===== config.mk =====
export PLATFORM = sky130hd
export DESIGN_NAME = skc_div
export DESIGN_NICKNAME = d
export VERILOG_FILES = /design/src/design/skc_pkg.sv /design/src/design/skc_div.sv
export SDC_FILE = /design/constraint.sdc
export NUM_CORES = 1
export LEC_CHECK = 0
export ABC_AREA = 1
export BUFFER_PORTS_ARGS = -buffer_cell sky130_fd_sc_hd__clkbuf_2
export CORE_MARGIN = 4
export CORE_UTILIZATION = 50
export DETAILED_ROUTE_END_ITERATION = 8
export GPL_TIMING_DRIVEN = 0
export PLACE_DENSITY = 0.79
export SLEW_MARGIN = 15
export SYNTH_ARGS = -nofsm -noshare
export SYNTH_HDL_FRONTEND = slang
export SYNTH_SLANG_ARGS = --single-unit
export TNS_END_PERCENT = 1

===== constraint.sdc =====
create_clock -name clk -period 6 [get_ports clk]
set_input_delay 0.3 -clock clk [delete_from_list [all_inputs] [get_ports clk]]
set_output_delay 0.3 -clock clk [all_outputs]
set_load 0.01 [all_outputs]

===== src/design/skc_pkg.sv =====
// Package with the shared types, constants and constant functions of the stereo compressor.
`timescale 1ns / 1ps
`default_nettype none
package skc_pkg;

	localparam int CFG_IDX_W  = 4;
	localparam int CFG_DATA_W = 24;

	localparam logic [CFG_IDX_W-1:0] CFG_THRESHOLD = 4'd0;
	localparam logic [CFG_IDX_W-1:0] CFG_SLOPE     = 4'd1;
	localparam logic [CFG_IDX_W-1:0] CFG_KNEE      = 4'd2;
	localparam logic [CFG_IDX_W-1:0] CFG_ATTACK    = 4'd3;
	localparam logic [CFG_IDX_W-1:0] CFG_RELEASE   = 4'd4;
	localparam logic [CFG_IDX_W-1:0] CFG_WET_GAIN  = 4'd5;
	localparam logic [CFG_IDX_W-1:0] CFG_MIX       = 4'd6;
	localparam logic [CFG_IDX_W-1:0] CFG_LIMITER   = 4'd7;

	localparam int MUL_W  = 33;
	localparam int PROD_W = 66;

	localparam int DIV_NUM_W = 27;
	localparam int KNEE_W    = 13;

	localparam logic signed [15:0] DB_FLOOR   = -16'sd25600;
	localparam logic [32:0]        LOG_SCALE  = 33'd394566;
	localparam logic [32:0]        GAIN_SCALE = 33'd10885;

	typedef enum logic [4:0] {
		S_IDLE, S_NORM, S_SQR, S_LVL, S_CURVE, S_KSQ, S_KMUL, S_KDIV,
		S_SM1, S_SM2, S_P, S_G, S_WG, S_WET, S_DRY, S_MH, S_ML, S_DONE
	} state_t;

	typedef struct packed {
		logic                 start;
		logic [DIV_NUM_W-1:0] dividend;
		logic [KNEE_W-1:0]    divisor;
	} div_req_t;

	typedef struct packed {
		logic                 done;
		logic [DIV_NUM_W-1:0] quotient;
	} div_rsp_t;

	// Rounds to nearest with ties away from zero.
	function automatic logic signed [PROD_W-1:0] rnd_shift(logic signed [PROD_W-1:0] v,
			int unsigned sh);
		logic [PROD_W-1:0] mag;
		begin
			mag = v[PROD_W-1] ? PROD_W'(-v) : PROD_W'(v);
			mag = (mag + (PROD_W'(1) << (sh - 1))) >> sh;
			return v[PROD_W-1] ? -$signed(mag) : $signed(mag);
		end
	endfunction

	// Limits a reduction to the range -32768..0.
	function automatic logic signed [15:0] clamp_red(logic signed [PROD_W-1:0] v);
		begin
			if (v > 0)
				return 16'sd0;
			else if (v < -66'sd32768)
				return -16'sd32768;
			else
				return v[15:0];
		end
	endfunction

	function automatic logic [63:0] isqrt64(logic [63:0] n_in);
		logic [63:0] n;
		logic [63:0] r;
		logic [63:0] b;
		begin
			n = n_in;
			r = 64'd0;
			b = 64'd1 << 62;
			for (int i = 0; i < 32; i++) begin
				if (n >= r + b) begin
					n = n - (r + b);
					r = (r >> 1) + b;
				end else begin
					r = r >> 1;
				end
				b = b >> 2;
			end
			return r;
		end
	endfunction

	// 2^(-2^-k) in Q1.30, by repeated square roots starting from one half.
	function automatic logic [30:0] gain_root(int k);
		logic [63:0] s;
		begin
			s = 64'd1 << 29;
			for (int i = 0; i < k; i++)
				s = isqrt64(s << 30);
			return s[30:0];
		end
	endfunction

endpackage
`default_nettype wire


===== src/design/skc_div.sv =====
// Restoring divider, one quotient bit per cycle, used for the soft knee scaling.
`timescale 1ns / 1ps
`default_nettype none
module skc_div (
	input  wire logic            clk,
	input  wire logic            arst_n,
	input  wire skc_pkg::div_req_t req,
	output skc_pkg::div_rsp_t    rsp
);
	localparam int NUM_W = skc_pkg::DIV_NUM_W;
	localparam int DEN_W = skc_pkg::KNEE_W;
	localparam int CNT_W = $clog2(NUM_W);

	logic [DEN_W-1:0] rem_q;
	logic [NUM_W-1:0] quo_q;
	logic [DEN_W-1:0] den_q;
	logic [CNT_W-1:0] cnt_q;
	logic             busy_q;
	logic             done_q;
	logic [DEN_W:0]   trial;
	logic [DEN_W:0]   diff;
	logic             take;

	assign trial = {rem_q, quo_q[NUM_W-1]};
	assign diff  = trial - {1'b0, den_q};
	assign take  = trial >= {1'b0, den_q};

	always_ff @(posedge clk or negedge arst_n) begin
		if (!arst_n) begin
			busy_q <= 1'b0;
			done_q <= 1'b0;
			cnt_q  <= '0;
		end else begin
			done_q <= 1'b0;
			if (req.start) begin
				busy_q <= 1'b1;
				cnt_q  <= '0;
			end else if (busy_q) begin
				cnt_q <= cnt_q + 1'b1;
				if (cnt_q == CNT_W'(NUM_W - 1)) begin
					busy_q <= 1'b0;
					done_q <= 1'b1;
				end
			end
		end
	end

	always_ff @(posedge clk) begin
		if (req.start) begin
			rem_q <= '0;
			quo_q <= req.dividend;
			den_q <= req.divisor;
		end else if (busy_q) begin
			rem_q <= take ? diff[DEN_W-1:0] : trial[DEN_W-1:0];
			quo_q <= {quo_q[NUM_W-2:0], take};
		end
	end

	assign rsp.done     = done_q;
	assign rsp.quotient = quo_q;
endmodule
`default_nettype wire


==> flow_metrics.env, run 1 <==
export IMPL_fin_ws_ns=3.70
export IMPL_final_common_cell="nand2_1"
export IMPL_crit_type="reg -> reg"
export IMPL_nets=568
export IMPL_setup_viol=0
export IMPL_grt_max_degree=35
export IMPL_place_ws_ns=3.67
export IMPL_rows=30
export IMPL_clk_path_buf_depth=2
export IMPL_gp_congestion=0.909
export IMPL_grt_pass1_wl_um=13600
export IMPL_synth_warnings=0
export IMPL_status="complete, no violations"
export IMPL_multiInputGateArea_sq_mm=0.00148
export IMPL_power_clock_fraction_pct=23.1
export IMPL_worstMarginPinSlew_ns=0.714
export IMPL_p_sw_uw=558
export IMPL_grt_pass1_vias=3169
export IMPL_worst_ep_required_time_ns=6.09
export IMPL_regArea_sq_mm=0.00164
export IMPL_layout_common_cells="168 x nand2_1, 70 x clkbuf_2, 63 x inv_1"
export IMPL_r2r_end="quo_q[0]$_DFFE_PP_"
export IMPL_final_setup_skew_ns=0.00521
export IMPL_pin_count=71
export IMPL_synth_distinct_cells=31
export IMPL_drt_iter0_drc=138
export IMPL_synth_seq_area_share_pct=47.5
export IMPL_fmax_mhz=434
export IMPL_synthArstFlopShare_pct=11.7
export IMPL_critPathBufInv=3
export IMPL_irDropWorstVdd_mv=0.179
export IMPL_post_place_cells=577
export IMPL_drv_slew=0
export IMPL_area_growth_pct=18.7
export IMPL_hpwl_um=6020
export IMPL_clk_latency_ns=0.33
export IMPL_clock_sinks=60
export IMPL_post_cts_resized=0
export IMPL_crit_path_max_fanout=10
export IMPL_min_delay_path_depth=1
export IMPL_drtPass1Iterations=5
export IMPL_cp_start_kind="flip-flop"
export IMPL_switching_share_pct=37.6
export IMPL_grt_usage_pct=20.3
export IMPL_fin_crit_sh_pct=38.4
export IMPL_reg2reg_from="quo_q[26]$_DFFE_PP_"
export IMPL_hp_start="req[7]"
export IMPL_antennaDiodeCount=0
export IMPL_layout_drive_gt1_share_pct=22.4
export IMPL_slowest_stage="fa_1"
export IMPL_cp_depth=13
export IMPL_crit_family="simple AND/OR/NAND/NOR gates"
export IMPL_synth_area_sq_mm=0.00345
export IMPL_die_area_sq_mm=0.00829
export IMPL_setup_tns_ns=0
export IMPL_worstPathCellList="inv_1 -> ha_1 -> inv_1 -> fa_1 -> nand2_2 -> nand2_1 -> nand3_1 -> nand2_1 -> nand2_4 -> nand3_4 -> buf_12 -> nand2_1 -> nand2_1"
export IMPL_final_util_pct=60.6
export IMPL_p_per_area_mw_per_mm2=362
export IMPL_numPortBuffers=70
export IMPL_ys_top_cells_by_area="edfxtp_1 35%, nand2_1 18%, dfxtp_1 7.5%"
export IMPL_cts_buffers=9
export IMPL_relSlewSlack_pct=52.2
export IMPL_path_clk_slew_ns=0.07
export IMPL_crit_arrival_ns=2.39
export IMPL_r2r_setup_slack_ns=3.70
export IMPL_clock_root_buffer="clkbuf_8"
export IMPL_avgSynthCellArea_sq_um=8.08
export IMPL_reg2regPathDepth=13
export IMPL_hold_viol_final=0
export IMPL_cts_tree="built"
export IMPL_ys_flop_type="edfxtp_1"
export IMPL_ant_nets=0
export IMPL_critPathMaxStageDelay_ns=0.45
export IMPL_fin_crit_ns=2.30
export IMPL_die_w_um=91.0
export IMPL_cts_setup_buffers=0
export IMPL_vias_per_cell=5.20
export IMPL_start_util_pct=51.0
export IMPL_nFillCells=573
export IMPL_h_tree_depth=3
export IMPL_final_cells=594
export IMPL_postCtsHoldBufs=1
export IMPL_p_comb_share_pct=40.1
export IMPL_synth_edf_count=40
export IMPL_hold_path_class="in -> reg"
export IMPL_syn_num_nets=486
export IMPL_end_kind="flip-flop"
export IMPL_routed_wl_um=7850
export IMPL_seqPwrFrac_pct=36.8
export IMPL_routedWlPerCell_um=13.2
export IMPL_grt_setup_unrepaired="no"
export IMPL_p_leak_uw=0.00217
export IMPL_yosysTopAreaCell="edfxtp_1"
export IMPL_min_to="den_q[7]$_DFFE_PP_"
export IMPL_core_area_sq_mm=0.00676
export IMPL_crit_top_cell="nand2_1"
export IMPL_vias=3089
export IMPL_total_power_uw=1480
export IMPL_drc_errors=0
export IMPL_synth_seq_cells=60
export IMPL_cap_violations=0
export IMPL_die_h_um=91.0
export IMPL_antenna_found_initial=0
export IMPL_yosys_area_top_type_share_pct=34.8
export IMPL_gr_total_overflow=0
export IMPL_synth_cells=427
export IMPL_internal_power_uw=924
[layer usage]
metal  up-vias  share of wire (%)  track usage (%)
met3        23                8.0             6.30
met1      1417                 42             24.0
met2       124                 48             33.8
met5         -                  0                0
li1       1525                  -                -
met4         0                2.2             9.17
[layout make-up]
class | count | share of cell area [%]
clock inverter | 6 | 1.38
multi-input combinational | 288 | 36.3
inverter | 66 | 6.05
sequential | 60 | 40.0
buffer | 13 | 1.96
clock buffer | 10 | 3.12
tap | 80 | 2.45
timing repair buffer | 71 | 8.80
[power by group through the flow]
stage	logic, uW	clock network (uW)	registers, uW
2_1_floorplan	445	0	553
3_3_place_gp	571	0	551
3_5_place_dp	587	0	552
4_1_cts	591	351	545
5_1_grt	672	370	554
6_report	594	343	546
[synthesized netlist by cell type (2+ instances only)]
cell	count
buf_4	3
nand3_1	23
nor2_4	2
nand3_4	2
nand3_2	5
edfxtp_1	40
nor2_1	16
a21oi_1	8
inv_1	64
xnor2_1	5
o21ai_1	3
nand2_1	168
buf_2	3
ha_1	15
nand4_1	19
inv_2	2
dfrtp_1	7
o21ai_0	6
clkbuf_1	6
dfxtp_1	13
nand2_2	7
[worst max-delay path by stage]
stage / from / end / slack, ns
floorplan: quo_q[26]$_DFFE_PP_ / quo_q[0]$_DFFE_PP_ / 3.88
global placement: req[40] / quo_q[9]$_DFFE_PP_ / 3.53
finish: quo_q[26]$_DFFE_PP_ / quo_q[0]$_DFFE_PP_ / 3.70
global route: quo_q[26]$_DFFE_PP_ / rem_q[7]$_SDFFE_PP0P_ / 3.47
CTS: quo_q[26]$_DFFE_PP_ / quo_q[0]$_DFFE_PP_ / 3.66
detailed placement: quo_q[26]$_DFFE_PP_ / quo_q[0]$_DFFE_PP_ / 3.67
[state kept, by name, indices dropped and copies added, names as in the netlist]
signal  count
busy_q      1
cnt_q       5
done_q      1
rem_q      13
den_q      13
quo_q      27
[kinds of logic after synthesis]
group                      count (synthesis)  synth area share, %
adders and majority gates                 16                 6.02
buffers and inverters                     79                 9.51
AOI/OAI and AO/OA                         20                 3.41
xor gates and xnor gates                   5                 1.27
DFF                                       60                 47.5
and+or+nand+nor                          247                 32.3
[metrics by stage]
step	hold slack (ns)	area, sq um
final	0.140	4090
after global routing	0.120	4090
after CTS	0.119	4090
after detailed placement	0.148	3900
after global placement	0.146	3900
after floorplan	0.00441	3450
No activity file was read; power rests on OpenSTA's default activity.
==> inputs of run 2 (changes only) <==
ABC_AREA = 0   (was 1)
clock period = 2.3 ns   (was 6 ns; I/O delays follow)
==> run 2 against run 1 <==
Net effect:
- the run now ends with setup timing left
- first-iteration DRC count increased by 5.1%
- maximum frequency shrank 3.1%
- design area up 3.6%
- critical path depth down 3
- clock skew increased by 0.0023 ns
- count of clock-buffer cells in the layout fell by 1
- largest power group unchanged
==> flow_metrics.env, run 2 <==
export IMPL_die_area_sq_mm=0.00795
export IMPL_cts_tree="built"
export IMPL_die_h_um=89.2
export IMPL_vias=2599
export IMPL_die_w_um=89.2
export IMPL_use_met3_pct=4.33
export IMPL_reg2regPathDepth=10
export IMPL_ys_flop_type="edfxtp_1"
export IMPL_setup_tns_ns=-0.319
export IMPL_irDropWorstVdd_mv=0.551
export IMPL_routed_wl_um=7610
export IMPL_cp_start_kind="flip-flop"
export IMPL_nets=439
export IMPL_p_leak_uw=0.00185
export IMPL_violations="setup timing"
export IMPL_gp_congestion=0.858
export IMPL_clock_root_buffer="clkbuf_8"
export IMPL_area_growth_pct=28.7
export IMPL_relSlewSlack_pct=58.7
export IMPL_top_register="quo_q"
export IMPL_pin_count=71
export IMPL_avgSynthCellArea_sq_um=11.9
export IMPL_reg2reg_from="quo_q[26]$_DFFE_PP_"
export IMPL_h_tree_depth=3
export IMPL_antenna_found_initial=0
export IMPL_reg_largest_list="quo_q x27, den_q x13, rem_q x13"
export IMPL_p_per_area_mw_per_mm2=965
export IMPL_synth_seq_cells=60
export IMPL_vias_per_cell=5.63
export IMPL_rows=29
export IMPL_syn_num_nets=336
export IMPL_cts_buffers=9
export IMPL_layout_drive_gt1_share_pct=42.9
export IMPL_synthArstFlopShare_pct=11.7
export IMPL_fin_crit_ns=2.38
export IMPL_grt_usage_pct=19.9
export IMPL_grt_setup_unrepaired="yes"
export IMPL_numPortBuffers=70
export IMPL_layout_common_cells="72 x clkbuf_2, 40 x edfxtp_1, 26 x mux2_2"
export IMPL_final_common_cell="clkbuf_2"
export IMPL_drc_errors=0
export IMPL_final_setup_skew_ns=0.00748
export IMPL_synth_warnings=0
export IMPL_worst_ep_required_time_ns=2.39
export IMPL_antennaDiodeCount=0
export IMPL_final_util_pct=66.4
export IMPL_met2_usage_pct=32.6
export IMPL_synth_area_sq_mm=0.00329
export IMPL_grt_util_met1_pct=25.7
export IMPL_grt_busiest_layer="met2"
export IMPL_drv_slew=0
export IMPL_fmax_mhz=420
export IMPL_drtPass1Iterations=4
export IMPL_r2r_setup_slack_ns=-0.08
export IMPL_drt_iter0_drc=145
export IMPL_largest_register_ffs=27
export IMPL_synth_distinct_cells=58
export IMPL_ys_top_cells_by_area="edfxtp_1 36%, mux2_2 9.2%, dfxtp_1 7.9%"
export IMPL_yosysTopAreaCell="edfxtp_1"
export IMPL_cap_violations=0
export IMPL_clock_sinks=60
export IMPL_path_clk_slew_ns=0.07
export IMPL_r2r_end="quo_q[0]$_DFFE_PP_"
export IMPL_fin_ws_ns=-0.0788
export IMPL_fin_crit_sh_pct=103
export IMPL_crit_path_max_fanout=5
export IMPL_start_util_pct=51.6
export IMPL_min_to="quo_q[13]$_DFFE_PP_"
export IMPL_crit_arrival_ns=2.47
export IMPL_synth_common_cells="40 x edfxtp_1, 27 x mux2_2, 21 x nor2_1"
export IMPL_synth_cells=277
export IMPL_place_ws_ns=-0.240
export IMPL_min_delay_path_depth=2
export IMPL_grt_pass1_vias=2571
export IMPL_status="finished, violations left"
export IMPL_grt_pass1_wl_um=12100
export IMPL_synth_edf_count=40
export IMPL_core_area_sq_mm=0.00639
export IMPL_routedWlPerCell_um=16.5
export IMPL_hpwl_um=5210
export IMPL_yosys_cell_count_top_type="edfxtp_1"
export IMPL_end_kind="flip-flop"
export IMPL_crit_type="reg -> reg"
export IMPL_synth_seq_area_share_pct=49.7
export IMPL_yosys_area_top_type_share_pct=36.5
export IMPL_hold_viol_final=0
export IMPL_hold_path_class="in -> reg"
export IMPL_worstMarginPinSlew_ns=0.619
export IMPL_post_place_cells=424
export IMPL_final_cells=462
export IMPL_setup_viol=11
export IMPL_clk_latency_ns=0.34
export IMPL_grt_max_degree=28
export IMPL_hold_slack_ns=0.0768
export IMPL_ant_nets=0
export IMPL_gr_total_overflow=0
export IMPL_hp_start="req[26]"
export IMPL_clk_path_buf_depth=2
-- run 2: cell types whose count changed in the layout (fill, tap and decap cells not counted), sizes merged, moves of 3 or more --
cell         change
nand4           -15
buf              +9
nand3           -15
mux2            +27
or3              +3
xor2             +5
dlygate4sd3     +13
a311oi          +12
inv             -48
nand2          -170
a21o             +6
o21ai            +3
a211oi           +3
-- run 2: cell type report --
type,instances,area [sq um]
clock buffers,9,124
multi-input cells,183,1550
repair buffers,92,554
fillers,455,2150
flip-flops and latches,60,1640
inverters,17,63.8
clock inverters,7,76.3
well taps,77,96.3
plain buffers,17,138
-- run 2: worst max-delay path: stages, from the launching register on --
cell	delay, ns
edfxtp_1	0.42
inv_2	0.11
ha_4	0.13
inv_2	0.03
fa_2	0.34
a211oi_2	0.21
o21ai_2	0.10
a21oi_2	0.16
a21o_1	0.25
nand2_2	0.10
mux2_4	0.27
-- run 2: cells by family (layout without fill, tap and decap cells) --
group	Yosys count	count (layout)	share of synthesized area, %
AND/OR/NAND/NOR	67	67	11.4
buffers and inverters	34	142	6.00
AO/OA/AOI/OAI	59	59	13.6
flip-flops	60	60	49.7
multiplexers	29	29	9.84
XOR/XNOR	12	12	3.19
adder cells (fa/ha/maj)	16	16	6.30
-- run 2: repair_timing --
item                                    4_1_cts  5_1_grt
gates cloned                                  1        0
buffers inserted                              7        0
endpoints found under the setup margin       14       14
hold endpoints to repair                     20        0
pin swaps                                    11        9
resized for setup                            11        8
hold buffers                                 14        0
-- run 2: through the flow --
stage          total power, uW  cell area [sq um]
3_5_place_dp              2930               3750
2_1_floorplan             2590               3300
3_3_place_gp              2890               3750
5_1_grt                   4310               4240
4_1_cts                   4030               4200
6_report                  4090               4240
-- run 2: power by group --
part           switching (uW)  internal [uW]  total, uW
clock network             439            505        944
registers                 130           1340       1470
logic                     889            793       1680
-- run 2: worst max path at each step --
stage | from | endpoint | cells past startpoint
6_report | quo_q[26]$_DFFE_PP_ | quo_q[0]$_DFFE_PP_ | 10
3_3_place_gp | quo_q[26]$_DFFE_PP_ | rem_q[4]$_SDFFE_PP0P_ | 11
3_5_place_dp | quo_q[26]$_DFFE_PP_ | quo_q[0]$_DFFE_PP_ | 10
4_1_cts | quo_q[26]$_DFFE_PP_ | quo_q[0]$_DFFE_PP_ | 10
2_1_floorplan | quo_q[26]$_DFFE_PP_ | quo_q[0]$_DFFE_PP_ | 10
5_1_grt | quo_q[26]$_DFFE_PP_ | quo_q[0]$_DFFE_PP_ | 10
-- run 2: per-layer routing --
metal,share of wire [%],up-vias,routed length (um)
met1,43,1267,3240
met2,52,74,3930
met3,4.4,10,335
li1,-,1248,-
met4,1.4,0,103
met5,0,-,0
==> inputs of run 3 (changes only) <==
ABC_AREA = 1   (was 0)
CTS_CLUSTER_DIAMETER = 30   (was not set)
==> run 3 against run 2 <==
Net effect:
- clock power down 4.9%
- flip-flop and latch count unchanged
- critical path depth up 3
- the flow now finishes without violations
- highest routed layer unchanged
- clock skew down 0.0022 ns
- die area up 4.2%
==> flow_metrics.env, run 3 (synthesis gave the netlist of run 1 again) <==
export IMPL_status="complete, no violations"
export IMPL_hold_viol_final=0
export IMPL_grt_pass1_vias=3217
export IMPL_fmax_mhz=461
export IMPL_crit_path_max_fanout=5
export IMPL_antennaDiodeCount=0
export IMPL_gr_total_overflow=0
export IMPL_clk_latency_ns=0.33
export IMPL_ant_nets=0
export IMPL_drtPass1Iterations=4
export IMPL_cp_depth=13
export IMPL_start_util_pct=51.0
export IMPL_routed_wl_um=8130
export IMPL_vias_per_cell=5.15
export IMPL_worstMarginPinSlew_ns=0.705
export IMPL_area_growth_pct=24.5
export IMPL_cp_start_kind="flip-flop"
export IMPL_top_register="quo_q"
export IMPL_crit_top_cell="nand2_1"
export IMPL_reg2regPathDepth=13
export IMPL_clock_sinks=60
export IMPL_reg_largest_list="quo_q x27, den_q x13, rem_q x13"
export IMPL_cts_tree="built"
export IMPL_cts_buffers=9
export IMPL_rows=30
export IMPL_layout_common_cells="167 x nand2_1, 70 x clkbuf_2, 61 x inv_1"
export IMPL_p_leak_uw=0.00225
export IMPL_crit_arrival_ns=2.26
export IMPL_clk_path_buf_depth=2
export IMPL_irDropWorstVdd_mv=0.470
export IMPL_r2r_setup_slack_ns=0.13
export IMPL_grt_usage_pct=20.5
export IMPL_final_util_pct=63.5
export IMPL_numPortBuffers=70
export IMPL_grt_pass1_wl_um=13800
export IMPL_die_h_um=91.0
export IMPL_relSlewSlack_pct=52.8
export IMPL_routedWlPerCell_um=13.3
export IMPL_vias=3149
export IMPL_reg2reg_from="quo_q[26]$_DFFE_PP_"
export IMPL_r2r_end="quo_q[0]$_DFFE_PP_"
export IMPL_clock_root_buffer="clkbuf_8"
export IMPL_core_area_sq_mm=0.00676
export IMPL_critPathLaunch="quo_q[26]$_DFFE_PP_"
export IMPL_nets=586
export IMPL_crit_family="simple AND/OR/NAND/NOR gates"
export IMPL_fin_crit_sh_pct=94.4
export IMPL_crit_type="reg -> reg"
export IMPL_critPathMaxStageDelay_ns=0.41
export IMPL_final_setup_skew_ns=0.00530
export IMPL_cap_violations=0
export IMPL_drc_errors=0
export IMPL_drt_iter0_drc=161
export IMPL_drv_slew=0
export IMPL_critPathBufInv=3
export IMPL_final_common_cell="nand2_1"
export IMPL_gp_congestion=0.909
export IMPL_die_area_sq_mm=0.00829
export IMPL_pin_count=71
export IMPL_worstPathCellList="inv_2 -> ha_2 -> inv_2 -> fa_2 -> nand2_2 -> nand2_1 -> nand3_2 -> nand2_2 -> nand2_4 -> nand3_4 -> buf_12 -> nand2_1 -> nand2_1"
export IMPL_layout_drive_gt1_share_pct=23.7
export IMPL_cp_endpoint="quo_q[0]$_DFFE_PP_"
export IMPL_h_tree_depth=3
export IMPL_final_cells=612
export IMPL_slowest_stage="edfxtp_1"
export IMPL_grt_max_degree=35
export IMPL_post_place_cells=577
export IMPL_path_clk_slew_ns=0.07
export IMPL_hpwl_um=6020
export IMPL_antenna_found_initial=0
export IMPL_setup_viol=0
export IMPL_nFillCells=556
export IMPL_die_w_um=91.0
export IMPL_end_kind="flip-flop"
export IMPL_hold_path_class="in -> reg"
export IMPL_fin_crit_ns=2.17
export IMPL_worst_ep_required_time_ns=2.39
export IMPL_largest_register_ffs=27
export IMPL_p_per_area_mw_per_mm2=931
==> run 3: cell count changes in the layout (fill, tap and decap cells not counted), sizes merged, moves of 12 or more <==
cell	previous run	this run
nand4	4	19
nand3	15	30
inv	18	66
nand2	6	176
mux2	27	0
a311oi	12	0
==> run 3: area by class of cell <==
| type | count | area (sq um) | share of cell area [%] |
|---|---|---|---|
| well taps | 80 | 100 | 2.33 |
| plain buffers | 13 | 82.6 | 1.92 |
| multi-input cells | 288 | 1500 | 34.9 |
| clock inverters | 6 | 56.3 | 1.31 |
| inverters | 66 | 248 | 5.77 |
| flip-flops and latches | 60 | 1640 | 38.1 |
| repair buffers | 89 | 546 | 12.7 |
| clock buffers | 10 | 128 | 2.97 |
==> run 3: through the flow <==
step / area (sq um) / hold WS [ns] / worst slack, ns / total power, uW / setup TNS [ns]
4_1_cts: 4230 / 0.0279 / 0.0435 / 3900 / 0
5_1_grt: 4290 / 0.0462 / -0.0241 / 4290 / -0.0394
3_5_place_dp: 3900 / -0.0372 / -0.0277 / 2970 / -0.0585
3_3_place_gp: 3900 / -0.0385 / -0.0172 / 2930 / -0.0307
2_1_floorplan: 3450 / -0.181 / 0.180 / 2600 / 0
6_report: 4290 / 0.0456 / 0.129 / 4000 / 0
==> run 3: worst min path at each step <==
stage                               end     from  depth (start not counted)
floorplan              busy_q$_DFF_PN0_   arst_n                          0
global placement       done_q$_DFF_PN0_   arst_n                          1
detailed placement     done_q$_DFF_PN0_   arst_n                          1
CTS                 quo_q[17]$_DFFE_PP_  req[30]                          3
global route        quo_q[20]$_DFFE_PP_  req[33]                          3
finish              quo_q[17]$_DFFE_PP_  req[30]                          3
==> run 3: routing by layer <==
layer	up-vias	wire (um)	global-route usage (%)
met3	16	626	6.05
met1	1451	3300	24.3
met2	122	4030	34.3
li1	1560	-	-
met5	-	0	0
met4	0	177	9.17
==> run 3: worst register-to-register path: cells and delay by family, from the launching register on <==
family	cells	cell delay, ns
simple gates	8	0.66
fa+ha+maj	2	0.57
flops	1	0.41
buf+inv	3	0.31
==> run 3: what timing repair did <==
item / CTS / global route
resized for setup: 1 / 6
cloned: 0 / 1
endpoints found under the hold margin: 20 / 0
endpoints found under the setup margin: 5 / 13
setup buffers: 0 / 4
hold buffers: 14 / 0
pin swaps: 0 / 2
==> run 3: report_power, final <==
group / leakage (uW) / internal (uW) / total [uW] / switching (uW)
clock: 0.0000935 / 491 / 898 / 407
combinational: 0.00154 / 692 / 1680 / 984
sequential: 0.000622 / 1320 / 1420 / 104
